`src/b64p_pkg.sv`:
```
// ----------------------------------------------------------------------------
// Base64 PEM encoder package
// Shared constants, types and the base64 alphabet lookup.
// ----------------------------------------------------------------------------
package b64p_pkg;

  // Reset value of the line length register, in four-character groups.
  localparam logic [5:0] LINE_GROUPS_RESET = 6'd16;

  // Characters that are not part of the alphabet.
  localparam logic [7:0] CHAR_PAD = 8'h3D;
  localparam logic [7:0] CHAR_LF  = 8'h0A;

  // Largest number of characters one input byte can cause.
  localparam int unsigned GROUP_MAX = 5;

  // Held byte and group counters.
  typedef struct packed {
    logic [1:0] held_count;
    logic [5:0] group_count;
  } cnt_t;

  // Characters caused by one input byte, sent out in index order.
  typedef struct packed {
    logic [2:0]                     n;
    logic                           msg;
    logic [GROUP_MAX-1:0][7:0]      chars;
  } grp_t;

  // Map a six-bit value to its base64 character.
  function automatic logic [7:0] sym(input logic [5:0] v);
    logic [7:0] w;
    w = {2'b00, v};
    if (v < 6'd26) begin
      sym = w + 8'h41;
    end else if (v < 6'd52) begin
      sym = w + 8'h47;
    end else if (v < 6'd62) begin
      sym = w - 8'd4;
    end else if (v == 6'd62) begin
      sym = 8'h2B;
    end else begin
      sym = 8'h2F;
    end
  endfunction

endpackage

```
`src/b64p_step.sv`:
```
// ----------------------------------------------------------------------------
// Base64 PEM encoder step logic
// Works out the characters and the next counter values for one input byte.
// ----------------------------------------------------------------------------
module b64p_step
  import b64p_pkg::*;
(
  input  logic [7:0] byte_in,
  input  logic       last_in,
  input  logic [7:0] held0,
  input  logic [7:0] held1,
  input  cnt_t       cnt,
  input  logic [5:0] line_groups,
  output cnt_t       cnt_next,
  output logic       hold_we,
  output logic       hold_sel,
  output grp_t       grp
);

  logic [6:0] g_inc;
  logic       lf;

  // Group count after this group, and whether a line feed follows it.
  assign g_inc = {1'b0, cnt.group_count} + 7'd1;
  assign lf    = !last_in && (line_groups != 6'd0) && (g_inc >= {1'b0, line_groups});

  // Character selection and counter update.
  always_comb begin
    cnt_next       = cnt;
    hold_we        = 1'b0;
    hold_sel       = cnt.held_count[0];
    grp.n          = 3'd0;
    grp.msg        = last_in;
    grp.chars[0]   = CHAR_PAD;
    grp.chars[1]   = CHAR_PAD;
    grp.chars[2]   = CHAR_PAD;
    grp.chars[3]   = CHAR_PAD;
    grp.chars[4]   = CHAR_LF;
    if (cnt.held_count == 2'd2) begin
      // Third byte completes a full group.
      grp.chars[0] = sym(held0[7:2]);
      grp.chars[1] = sym({held0[1:0], held1[7:4]});
      grp.chars[2] = sym({held1[3:0], byte_in[7:6]});
      grp.chars[3] = sym(byte_in[5:0]);
      grp.n        = lf ? 3'd5 : 3'd4;
      cnt_next.held_count = 2'd0;
      if (!last_in && (line_groups != 6'd0) && !lf) begin
        cnt_next.group_count = g_inc[5:0];
      end else begin
        cnt_next.group_count = 6'd0;
      end
    end else if (!last_in) begin
      // Keep the byte until the group is complete.
      hold_we             = 1'b1;
      cnt_next.held_count = cnt.held_count + 2'd1;
    end else begin
      // Last byte flushes a one- or two-byte tail with padding.
      if (cnt.held_count == 2'd0) begin
        grp.chars[0] = sym(byte_in[7:2]);
        grp.chars[1] = sym({byte_in[1:0], 4'b0000});
        grp.chars[2] = CHAR_PAD;
      end else begin
        grp.chars[0] = sym(held0[7:2]);
        grp.chars[1] = sym({held0[1:0], byte_in[7:4]});
        grp.chars[2] = sym({byte_in[3:0], 2'b00});
      end
      grp.n                = 3'd4;
      cnt_next.held_count  = 2'd0;
      cnt_next.group_count = 6'd0;
    end
  end

endmodule

```
`src/base64_pem_encoder.sv`:
```
// The first character of a group is offered in the cycle after the byte transfer.
// One character leaves per cycle while m_tready is high. A completed group is four or
// five characters on the single output port; a held byte causes no characters.
// A new byte is taken in the cycle that the last pending character leaves.
// Reset (rst, synchronous) clears the counters, the output queue and sets the
// line length to 16 groups.
// ----------------------------------------------------------------------------
// Base64 PEM encoder
// Streams bytes in, base64 characters out, with line feeds every line_groups groups
// (none when line_groups is zero).
module base64_pem_encoder
  import b64p_pkg::*;
(
  input  logic       clk,
  input  logic       rst,
  // Configuration: line_groups
  input  logic       cfg_we,
  input  logic [5:0] cfg_wdata,
  // Input stream
  input  logic       s_tvalid,
  output logic       s_tready,
  input  logic [7:0] s_tdata,   // [7:0] data_byte
  input  logic       s_tlast,   // is_last
  // Output stream
  output logic       m_tvalid,
  input  logic       m_tready,
  output logic [7:0] m_tdata,   // [7:0] out_char
  output logic       m_tuser,   // [0] run_end
  output logic       m_tlast    // msg_end
);

  logic [5:0] line_groups;
  logic [7:0] held [2];
  cnt_t       cnt;
  cnt_t       cnt_next;
  grp_t       grp;
  grp_t       grp_next;
  logic [2:0] rem;
  logic [2:0] idx;
  logic       hold_we;
  logic       hold_sel;
  logic       s_xfer;
  logic       m_xfer;

  // Configuration register.
  always_ff @(posedge clk) begin
    if (rst) begin
      line_groups <= LINE_GROUPS_RESET;
    end else if (cfg_we) begin
      line_groups <= cfg_wdata;
    end
  end

  b64p_step u_step (
    .byte_in     (s_tdata),
    .last_in     (s_tlast),
    .held0       (held[0]),
    .held1       (held[1]),
    .cnt         (cnt),
    .line_groups (line_groups),
    .cnt_next    (cnt_next),
    .hold_we     (hold_we),
    .hold_sel    (hold_sel),
    .grp         (grp_next)
  );

  // Handshakes: a byte is taken once the last pending character is leaving.
  assign m_xfer   = m_tvalid && m_tready;
  assign s_tready = (rem == 3'd0) || ((rem == 3'd1) && m_tready);
  assign s_xfer   = s_tvalid && s_tready;

  // Counters.
  always_ff @(posedge clk) begin
    if (rst) begin
      cnt <= '0;
    end else if (s_xfer) begin
      cnt <= cnt_next;
    end
  end

  // Held bytes.
  always_ff @(posedge clk) begin
    if (s_xfer && hold_we) begin
      held[hold_sel] <= s_tdata;
    end
  end

  // Group register, loaded on a transfer that causes characters.
  always_ff @(posedge clk) begin
    if (s_xfer && (grp_next.n != 3'd0)) begin
      grp <= grp_next;
    end
  end

  // Output queue position.
  always_ff @(posedge clk) begin
    if (rst) begin
      rem <= 3'd0;
      idx <= 3'd0;
    end else if (s_xfer && (grp_next.n != 3'd0)) begin
      rem <= grp_next.n;
      idx <= 3'd0;
    end else if (m_xfer) begin
      rem <= rem - 3'd1;
      idx <= idx + 3'd1;
    end
  end

  // Output channel.
  assign m_tvalid = (rem != 3'd0);
  assign m_tdata  = grp.chars[idx];
  assign m_tuser  = (rem == 3'd1);
  assign m_tlast  = (rem == 3'd1) && grp.msg;

  // Checks.
  a_rem_range : assert property (@(posedge clk) disable iff (rst)
    rem <= 3'd5)
    else $error("output queue holds more than five characters");

  a_held_range : assert property (@(posedge clk) disable iff (rst)
    cnt.held_count != 2'd3)
    else $error("more than two bytes held");

  a_last_clears : assert property (@(posedge clk) disable iff (rst)
    s_xfer && s_tlast |=> (cnt.held_count == 2'd0) && (cnt.group_count == 6'd0))
    else $error("counters not cleared after end of message");

  a_group_load : assert property (@(posedge clk) disable iff (rst)
    s_xfer && (cnt.held_count == 2'd2) |=> (rem == 3'd4) || (rem == 3'd5))
    else $error("full group did not load four or five characters");

endmodule
```
`config.mk`:
```
export PLATFORM = sky130hd
export DESIGN_NAME = base64_pem_encoder
export DESIGN_NICKNAME = d
export VERILOG_FILES = /design/src/b64p_pkg.sv /design/src/b64p_step.sv /design/src/base64_pem_encoder.sv
export SDC_FILE = /design/constraint.sdc
export NUM_CORES = 1
export LEC_CHECK = 0
export ABC_AREA = 1
export BUFFER_PORTS_ARGS = -buffer_cell sky130_fd_sc_hd__buf_2
export CAP_MARGIN = 20
export CORE_MARGIN = 8
export CORE_UTILIZATION = 57
export DETAILED_ROUTE_END_ITERATION = 6
export PLACE_DENSITY = 0.74
export REMOVE_ABC_BUFFERS = 1
export SLEW_MARGIN = 20
export SYNTH_ARGS = -nofsm -noshare
export SYNTH_HDL_FRONTEND = slang
export SYNTH_SLANG_ARGS = --single-unit
```
`constraint.sdc`:
```
create_clock -name clk -period 3.7 [get_ports clk]
set_input_delay 0.185 -clock clk [delete_from_list [all_inputs] [get_ports clk]]
set_output_delay 0.185 -clock clk [all_outputs]
set_load 0.005 [all_outputs]
```
* Word level (Yosys, flattened, before mapping) *
Memory sizes are Yosys's and may differ from the RTL's.
Cells that the tools add are included.

word-level totals
  bits in registers = 53
  bits in writable memories = 16
  input bits = 20
  output and inout bits = 12
  word-level logic and storage cells = 142
  memories kept = 1

memory list
  memory  words  bits a word  read ports  clocked after memory_dff  wr ports  line                      text
  held    2      8            2           0                         1         base64_pem_encoder.sv:33  logic [7:0] held [2];

cells by class
  add/subtract/negate cells = 28
  magnitude comparators = 26
  equal/unequal tests = 8
  multiplexer cells = 48
  reduce and logical (&&, ||, !) cells = 21

operators by type and width
  cell                                                                           number
  8-bit 2-to-1 mux                                                               26
  6-bit by 7-bit adder with 8-bit output (second input constant)                 16
  6-bit less-than comparator (second input constant)                             16
  24-bit 2-to-1 mux                                                              3
  6-bit by 3-bit subtractor with 7-bit output (second input constant)            8
  6-bit by 5-bit less-than comparator with 1-bit output (second input constant)  8
  6-bit equality test (second input constant)                                    6
  3-bit 2-to-1 mux                                                               10
  8-bit binary-select mux with 3-bit select                                      1
  6-bit 2-to-1 mux                                                               2
  1-bit logical AND                                                              9
  6-bit by 1-bit adder with 7-bit output (second input constant)                 1
  7-bit by 6-bit >= comparator with 1-bit output                                 1
  3-bit nonzero test                                                             2
  6-bit nonzero test                                                             1
  1-bit 2-to-1 mux                                                               5
  3-bit by 4-bit less-than comparator with 1-bit output (second input constant)  1
  2-bit nonzero test                                                             2
  3-bit by 1-bit adder with 3-bit output (second input constant)                 1
  3-bit by 1-bit equality test with 1-bit output (second input constant)         1
  3-bit logical NOT                                                              1
  3-bit by 1-bit subtractor with 3-bit output (second input constant)            1
  2-bit by 1-bit adder with 2-bit output (second input constant)                 1
  2-bit equality test (second input constant)                                    1
  other kinds (6)                                                                7

* Depth between registers and ports, before layout *
Gate-level depths: netlist (run 1).
An unclocked memory read counts as a cell.

  depth after elaboration = 9
  gate-level depth with buffers = 14
  gate-level depth less buffers = 14

* Modules after synthesis *
Synthesis (run 1) repeated with hierarchy kept, for this count alone.

unflattened totals
  cells, all modules = 846
  area, all modules = 6178.4 um2

modules (own cells, without submodules)
  module              instances  cells each  area an instance (um2)
  b64p_step           1          583         3209.3
  base64_pem_encoder  1          263         2969.1

* Worst setup path after synthesis (run 1) *
No wires, ideal clock.

  path type = flip-flop to flip-flop
  from = register rem[1]
  to = register grp[0] (netlist bit), enable pin
  setup time = 0.424 ns
  arrival = 2.262 ns
  data required time = 3.276 ns
  setup slack = 1.014 ns
  cell stages (with the launch flop) = 7
  buffers on the path = 0
  clock period less this slack = 2.686 ns
  path through = dfxtp_1 -> inv_1 -> ha_1 -> nand3_1 -> nand2_1 -> nand2_2 -> nor2_1

between the ends
  word-level cells in the longest chain between the ends = 5

ends and longest elaborated chain
  element                                         line                       text
  from (decl)                                     base64_pem_encoder.sv:38   logic [2:0] rem;
  from (signal assigned)                          base64_pem_encoder.sv:101  rem <= grp_next.n;
  from (signal assigned)                          base64_pem_encoder.sv:104  rem <= rem - 3'd1;
  3-bit by 1-bit equality test with 1-bit output  base64_pem_encoder.sv:69   assign s_tready = (rem == 3'd0) || ((rem == 3'd1) && m_tready);
  1-bit logical AND                               base64_pem_encoder.sv:69
  1-bit logical OR (*)                            base64_pem_encoder.sv:69
  net s_tready                                    base64_pem_encoder.sv:21   output logic s_tready,
  1-bit logical AND (*)                           base64_pem_encoder.sv:70   assign s_xfer = s_tvalid && s_tready;
  1-bit logical AND (*)                           base64_pem_encoder.sv:90   if (s_xfer && (grp_next.n != 3'd0)) begin
  to (signal assigned)                            base64_pem_encoder.sv:91   grp <= grp_next;
  to (decl)                                       base64_pem_encoder.sv:36   grp_t grp;

Mark *: on every way through the listed nets, which the timed path passes. The rest lies on a longest branch.
A chain may end at the register's enable or synchronous reset.

==> results.cfg, run 1 <==
[run_status]
status = completed

[yosys]
synth_cell_types = 40
synth_seq_cells = 69
syn-cell-area_mm2 = 0.00580
yosysSeqAreaShare_pct = 32.3
syn_area_per_cell_um2 = 6.95
synthCells = 834
ys_warn_count = 0

[power]
irDropWorstVdd_v = 0.000238
powerDensity_mw_per_mm2 = 414
p_leak_nw = 2.84

[clock_network]
cts_setup_buffers = 0
cts_sinks = 69
h-tree-depth = 3
clock_latency_ns = 0.35
cts_tree = done
postCtsHoldBufs = 0
clock_tree.buffer_depth = 2
clockRootBuffer = clkbuf_8
clkTransAtPathRegs_ns = 0.08
cts_buffers = 9
cts_resized = 0

[routing]
dr.pass1.iters = 6
drcViolationCount = 0
wl_per_cell_um = 16.0
vias = 5572
ant_nets = 0
routed_wirelength_um = 16000
first_iter_violations = 638
via_per_inst = 5.57

[timing]
period_share_pct = 64.7
setup_violations = 0
hold_viol = 0
worstMarginPinSlew_ns = 0.938
timing.fmax_mhz = 418
fin_skew_ns = 0.0146
drv_slew = 0
slew_headroom_pct = 37.5
rsz0062_at_grt = no
layout_setup_ws_ns = 1.31
fin_setup_tns_ns = 0
period_needed_ns = 2.39

[setup_path]
crit_buf_inv = 5
crit_path_frequent_cell = inv_1
cp_top_family = buffers and inverters
cp.arrival_ns = 2.49
cpPeakStageDelay_ns = 0.51
end_kind = flop
crit_path_start_kind = flop
crit_required_ns = 3.80
worstPathCellList = inv_1 > ha_1 > inv_1 > buf_4 > nand2_1 > inv_1 > o21ai_0 > o21ai_1 > inv_1
slowest_stage = ha_1
cp_max_fo = 23
path_class = reg2reg

[floorplanning]
core_mm2 = 0.0101
die_y_um = 117
fp-row-count = 37
io_pins = 32
dieArea_mm2 = 0.0137
die_x_um = 117
start_util_pct = 57.4

[grt]
grt_pass1_wl_um = 26000
grt_max_degree = 33
grt_pass1_vias = 5173
grtUsageTotal_pct = 24.4
antenna_found_initial = 0
grt_overflow = 0

[layout]
fin_nets = 927
syn_to_final_growth_pct = 8.03
multi_input_area_mm2 = 0.00341
antenna-diode-count = 0
layout-drive-gt1-share_pct = 10.8
fill_cells = 932
seqCellArea_mm2 = 0.00187
final_cell_mix = 216 x nand2_1, 90 x inv_1, 88 x nand3_1
final_common_cell = nand2_1

[placed_design]
globalplace.congestion = 0.955
dp_hpwl_um = 12200
place_ws_ns = 1.35
numPortBuffers = 31

[worst_hold_path]
hold_class = in2reg

[flow_run]
maxCapViolations = 0
[synth_stat cells]
library cell / instances / area (µm²)
a211oi_1: 2 / 15.0
a21boi_1: 2 / 15.0
a21oi_1: 47 / 235
a21oi_2: 3 / 26.3
a31oi_1: 5 / 31.3
a32oi_1: 1 / 8.76
and3_1: 2 / 12.5
buf_1: 1 / 3.75
buf_2: 10 / 50.1
buf_4: 4 / 30.0
clkbuf_1: 3 / 11.3
clkbuf_2: 1 / 5.00
clkinv_1: 3 / 11.3
dfxtp_1: 20 / 400
edfxtp_1: 49 / 1470
ha_1: 47 / 588
inv_1: 90 / 338
inv_2: 14 / 52.6
inv_4: 2 / 12.5
nand2_1: 216 / 811
nand2_2: 5 / 31.3
nand2_4: 1 / 11.3
nand3_1: 88 / 440
nand3_2: 2 / 20.0
nand3b_1: 6 / 45.0
nand4_1: 7 / 43.8
nor2_1: 83 / 312
nor2_2: 5 / 31.3
nor2_4: 7 / 78.8
nor2_8: 1 / 20.0
nor3_1: 5 / 25.0
o211ai_1: 4 / 30.0
o21ai_0: 59 / 295
o21ai_1: 11 / 55.1
o21ai_2: 1 / 8.76
o22ai_1: 4 / 25.0
or2_1: 1 / 6.26
or2_2: 2 / 12.5
xnor2_1: 2 / 17.5
xor2_1: 18 / 158
[flip-flops by register name (all words and copies together) (netlist names)]
signal / count
idx: 3
held: 16
line_groups: 6
cnt: 8
rem: 3
grp: 33
[final timing paths]
kind | start | endpoint | slack [ns] | cells past startpoint
max | cnt[6] | grp[8] | 1.31 | 9
min | cfg_wdata[0] | line_groups[0] | 0.05 | 3
min reg2reg | cnt[6] | cnt[6] | 0.47 | 2
max reg2reg | cnt[6] | grp[8] | 1.31 | 9
[kinds of logic (layout without fill, tap and decap cells)]
kind of cell               Yosys count  in the layout  synth area share, %
AOI/OAI and AO/OA                  139            139                 12.9
and+or+nand+nor                    431            431                 32.8
xor gates and xnor gates            20             20                 3.02
DFF                                 69             69                 32.3
buffers and inverters              128            159                 8.87
adders and majority gates           47             47                 10.1
[stage by stage]
step	cell area (µm²)	util, %	total power, mW	cells	hold slack (ns)
final	6260	62.0	2.59	1001	0.0537
after global routing	6260	62.0	2.75	1001	0.0420
after CTS	6260	62.0	2.59	1001	0.0349
after detailed placement	6050	59.9	1.90	985	0.411
after global placement	6050	59.9	1.89	985	0.407
after floorplan	5700	-	1.61	815	0.254
[routing by layer]
| metal | global-route usage [%] | wire length [µm] |
|---|---|---|
| met1 | 33.1 | 7320 |
| met5 | 0 | 0 |
| met4 | 6.83 | 235 |
| met3 | 4.31 | 1230 |
| met2 | 39.3 | 7240 |
[power by group]
part / internal (mW) / switching [mW] / total, mW / leakage (nW)
clock network: 0.380 / 0.311 / 0.691 / 0.110
registers: 0.945 / 0.0783 / 1.02 / 0.585
logic: 0.294 / 0.584 / 0.877 / 2.15
[cell type report]
| class | instances | share of cell area [%] |
|---|---|---|
| repair buffers | 34 | 2.84 |
| clock inverters | 6 | 1.40 |
| inverters | 109 | 6.61 |
| well taps | 136 | 2.72 |
| flip-flops and latches | 69 | 29.9 |
| multi-input cells | 637 | 54.5 |
| clock buffers | 10 | 2.04 |
[worst reg2reg max path: cells and delay by family, from the launching register on]
family,cells,cell delay (ns)
compound gates,2,0.38
fa+ha+maj,1,0.51
buf+inv,5,0.75
flops,1,0.34
simple gates,1,0.16
Note: power is estimated with default switching activity, not from simulation.
==> run 2: changes to the inputs <==
clock period = 2.4 ns   (was 3.7 ns; I/O delays follow)
==> results.cfg, run 2 (synthesized netlist as in run 1, its figures left out) <==
[run_status]
status = completed

[grt]
grtUsageTotal_pct = 25.4
antenna_found_initial = 0
grt_overflow = 0
grt_pass1_wl_um = 27000
grt_max_degree = 35
grt_pass1_vias = 5389

[setup_path]
path_class = reg2reg
crit_path_frequent_cell = nand2_1
crit_buf_inv = 1
cp.arrival_ns = 2.30
slowest_stage = dfxtp_1
cp.depth = 12
crit_start = cnt[0]
r2r-end = cnt[0]
crit_required_ns = 2.69
endpoint = cnt[0]
r2r_start = cnt[0]
end_kind = flop
r2r_slack_ns = 0.39
cp_max_fo = 5
worstRegToRegCells = 12
crit_path_start_kind = flop
worstPathCellList = ha_1 > nand3_1 > xor2_1 > inv_1 > ha_1 > nand2_1 > nand2_1 > nand2_1 > nand2_1 > nor2_1 > nand3_2 > a21oi_1
cpPeakStageDelay_ns = 0.44
cp_top_family = simple AND/OR/NAND/NOR gates

[timing]
hold_viol = 0
slew_headroom_pct = 70.5
setup_violations = 0
drv_slew = 0
period_share_pct = 83.8
timing.fmax_mhz = 497
fin_setup_tns_ns = 0
period_needed_ns = 2.01
worstMarginPinSlew_ns = 0.443
fin_skew_ns = 0.00899
rsz0062_at_grt = no

[routing]
ant_nets = 0
first_iter_violations = 699
via_per_inst = 5.69
dr.pass1.iters = 5
routed_wirelength_um = 16800
drcViolationCount = 0
vias = 5760
wl_per_cell_um = 16.5

[clock_network]
clkTransAtPathRegs_ns = 0.08
cts_buffers = 9
h-tree-depth = 3
postCtsHoldBufs = 3
cts_resized = 0
cts_setup_buffers = 0
clock_tree.buffer_depth = 2
clock_latency_ns = 0.35
clockRootBuffer = clkbuf_8
cts_sinks = 69
cts_tree = done

[floorplanning]
core_mm2 = 0.0101
dieArea_mm2 = 0.0137
start_util_pct = 57.4
die_x_um = 117
io_pins = 32
fp-row-count = 37
die_y_um = 117

[layout]
layout-drive-gt1-share_pct = 11.5
fin_area_mm2 = 0.00633
largest_reg_flops = 33
antenna-diode-count = 0
syn_to_final_growth_pct = 9.18
largest_register = grp
final_cell_mix = 216 x nand2_1, 90 x inv_1, 88 x nand3_1
final_common_cell = nand2_1
fin_nets = 939
largestRegisters = grp (33), held (16), cnt (8)

[placed_design]
numPortBuffers = 31
globalplace.congestion = 0.953
dp_hpwl_um = 12900
place_area_mm2 = 0.00611

[worst_hold_path]
hold_class = in2reg

[power]
p_leak_nw = 2.88
powerDensity_mw_per_mm2 = 616
irDropWorstVdd_v = 0.000381

[flow_run]
maxCapViolations = 0
==> run 2: cell count changes in the layout (fill, tap and decap cells not counted), sizes merged <==
cell         before  now
inv             106  107
clkbuf           10   13
bufinv            2    0
buf              34   43
dlygate4sd3       0    3
clkinv            7    5
==> run 2: metal layers <==
layer | vias to the layer above | routed length (µm) | track usage [%]
met1 | 2621 | 7400 | 33.8
met2 | 288 | 7680 | 41.6
met3 | 25 | 1430 | 4.31
met5 | - | 0 | 0
met4 | 0 | 252 | 7.51
li1 | 2826 | - | -
==> run 2: how the worst min path moves through the flow <==
stage            startpoint              to  slack (ns)  depth (start not counted)
5_1_grt        cfg_wdata[0]  line_groups[0]        0.02                          3
6_report       cfg_wdata[0]  line_groups[0]       0.007                          3
3_5_place_dp        s_tlast         grp[40]        0.34                          1
3_3_place_gp   cfg_wdata[0]  line_groups[0]        0.34                          3
4_1_cts        cfg_wdata[0]  line_groups[0]       0.002                          3
2_1_floorplan           rst          cnt[6]        0.19                          1
==> run 2: tightest hold or removal path, stage by stage <==
cell	delay, ns
buf_2	0.08
nor2_1	0.04
nor2_1	0.09
==> run 2: cell type report <==
type,instances,area [µm²]
tap,136,170
timing repair buffer,46,275
sequential,69,1870
inverter,109,414
fill,968,3760
multi-input combinational,637,3410
clock buffer,13,164
clock inverter,3,20.0
==> run 2: report_power, final <==
part | switching [mW] | internal (mW) | total (mW)
Clock | 0.461 | 0.452 | 0.913
Combinational | 0.947 | 0.477 | 1.42
Sequential | 0.104 | 1.46 | 1.56
==> run 2: per-stage QoR <==
stage          hold WS (ns)  worst slack [ns]  cells  power [mW]  utilization [%]
2_1_floorplan         0.189            -0.498    815        2.49                -
3_3_place_gp          0.343             0.422    994        2.95             60.6
3_5_place_dp          0.338             0.363    994        2.98             60.6
4_1_cts             0.00243             0.397   1013        3.89             62.7
5_1_grt              0.0203             0.160   1013        4.14             62.7
6_report            0.00745             0.388   1013        3.90             62.7
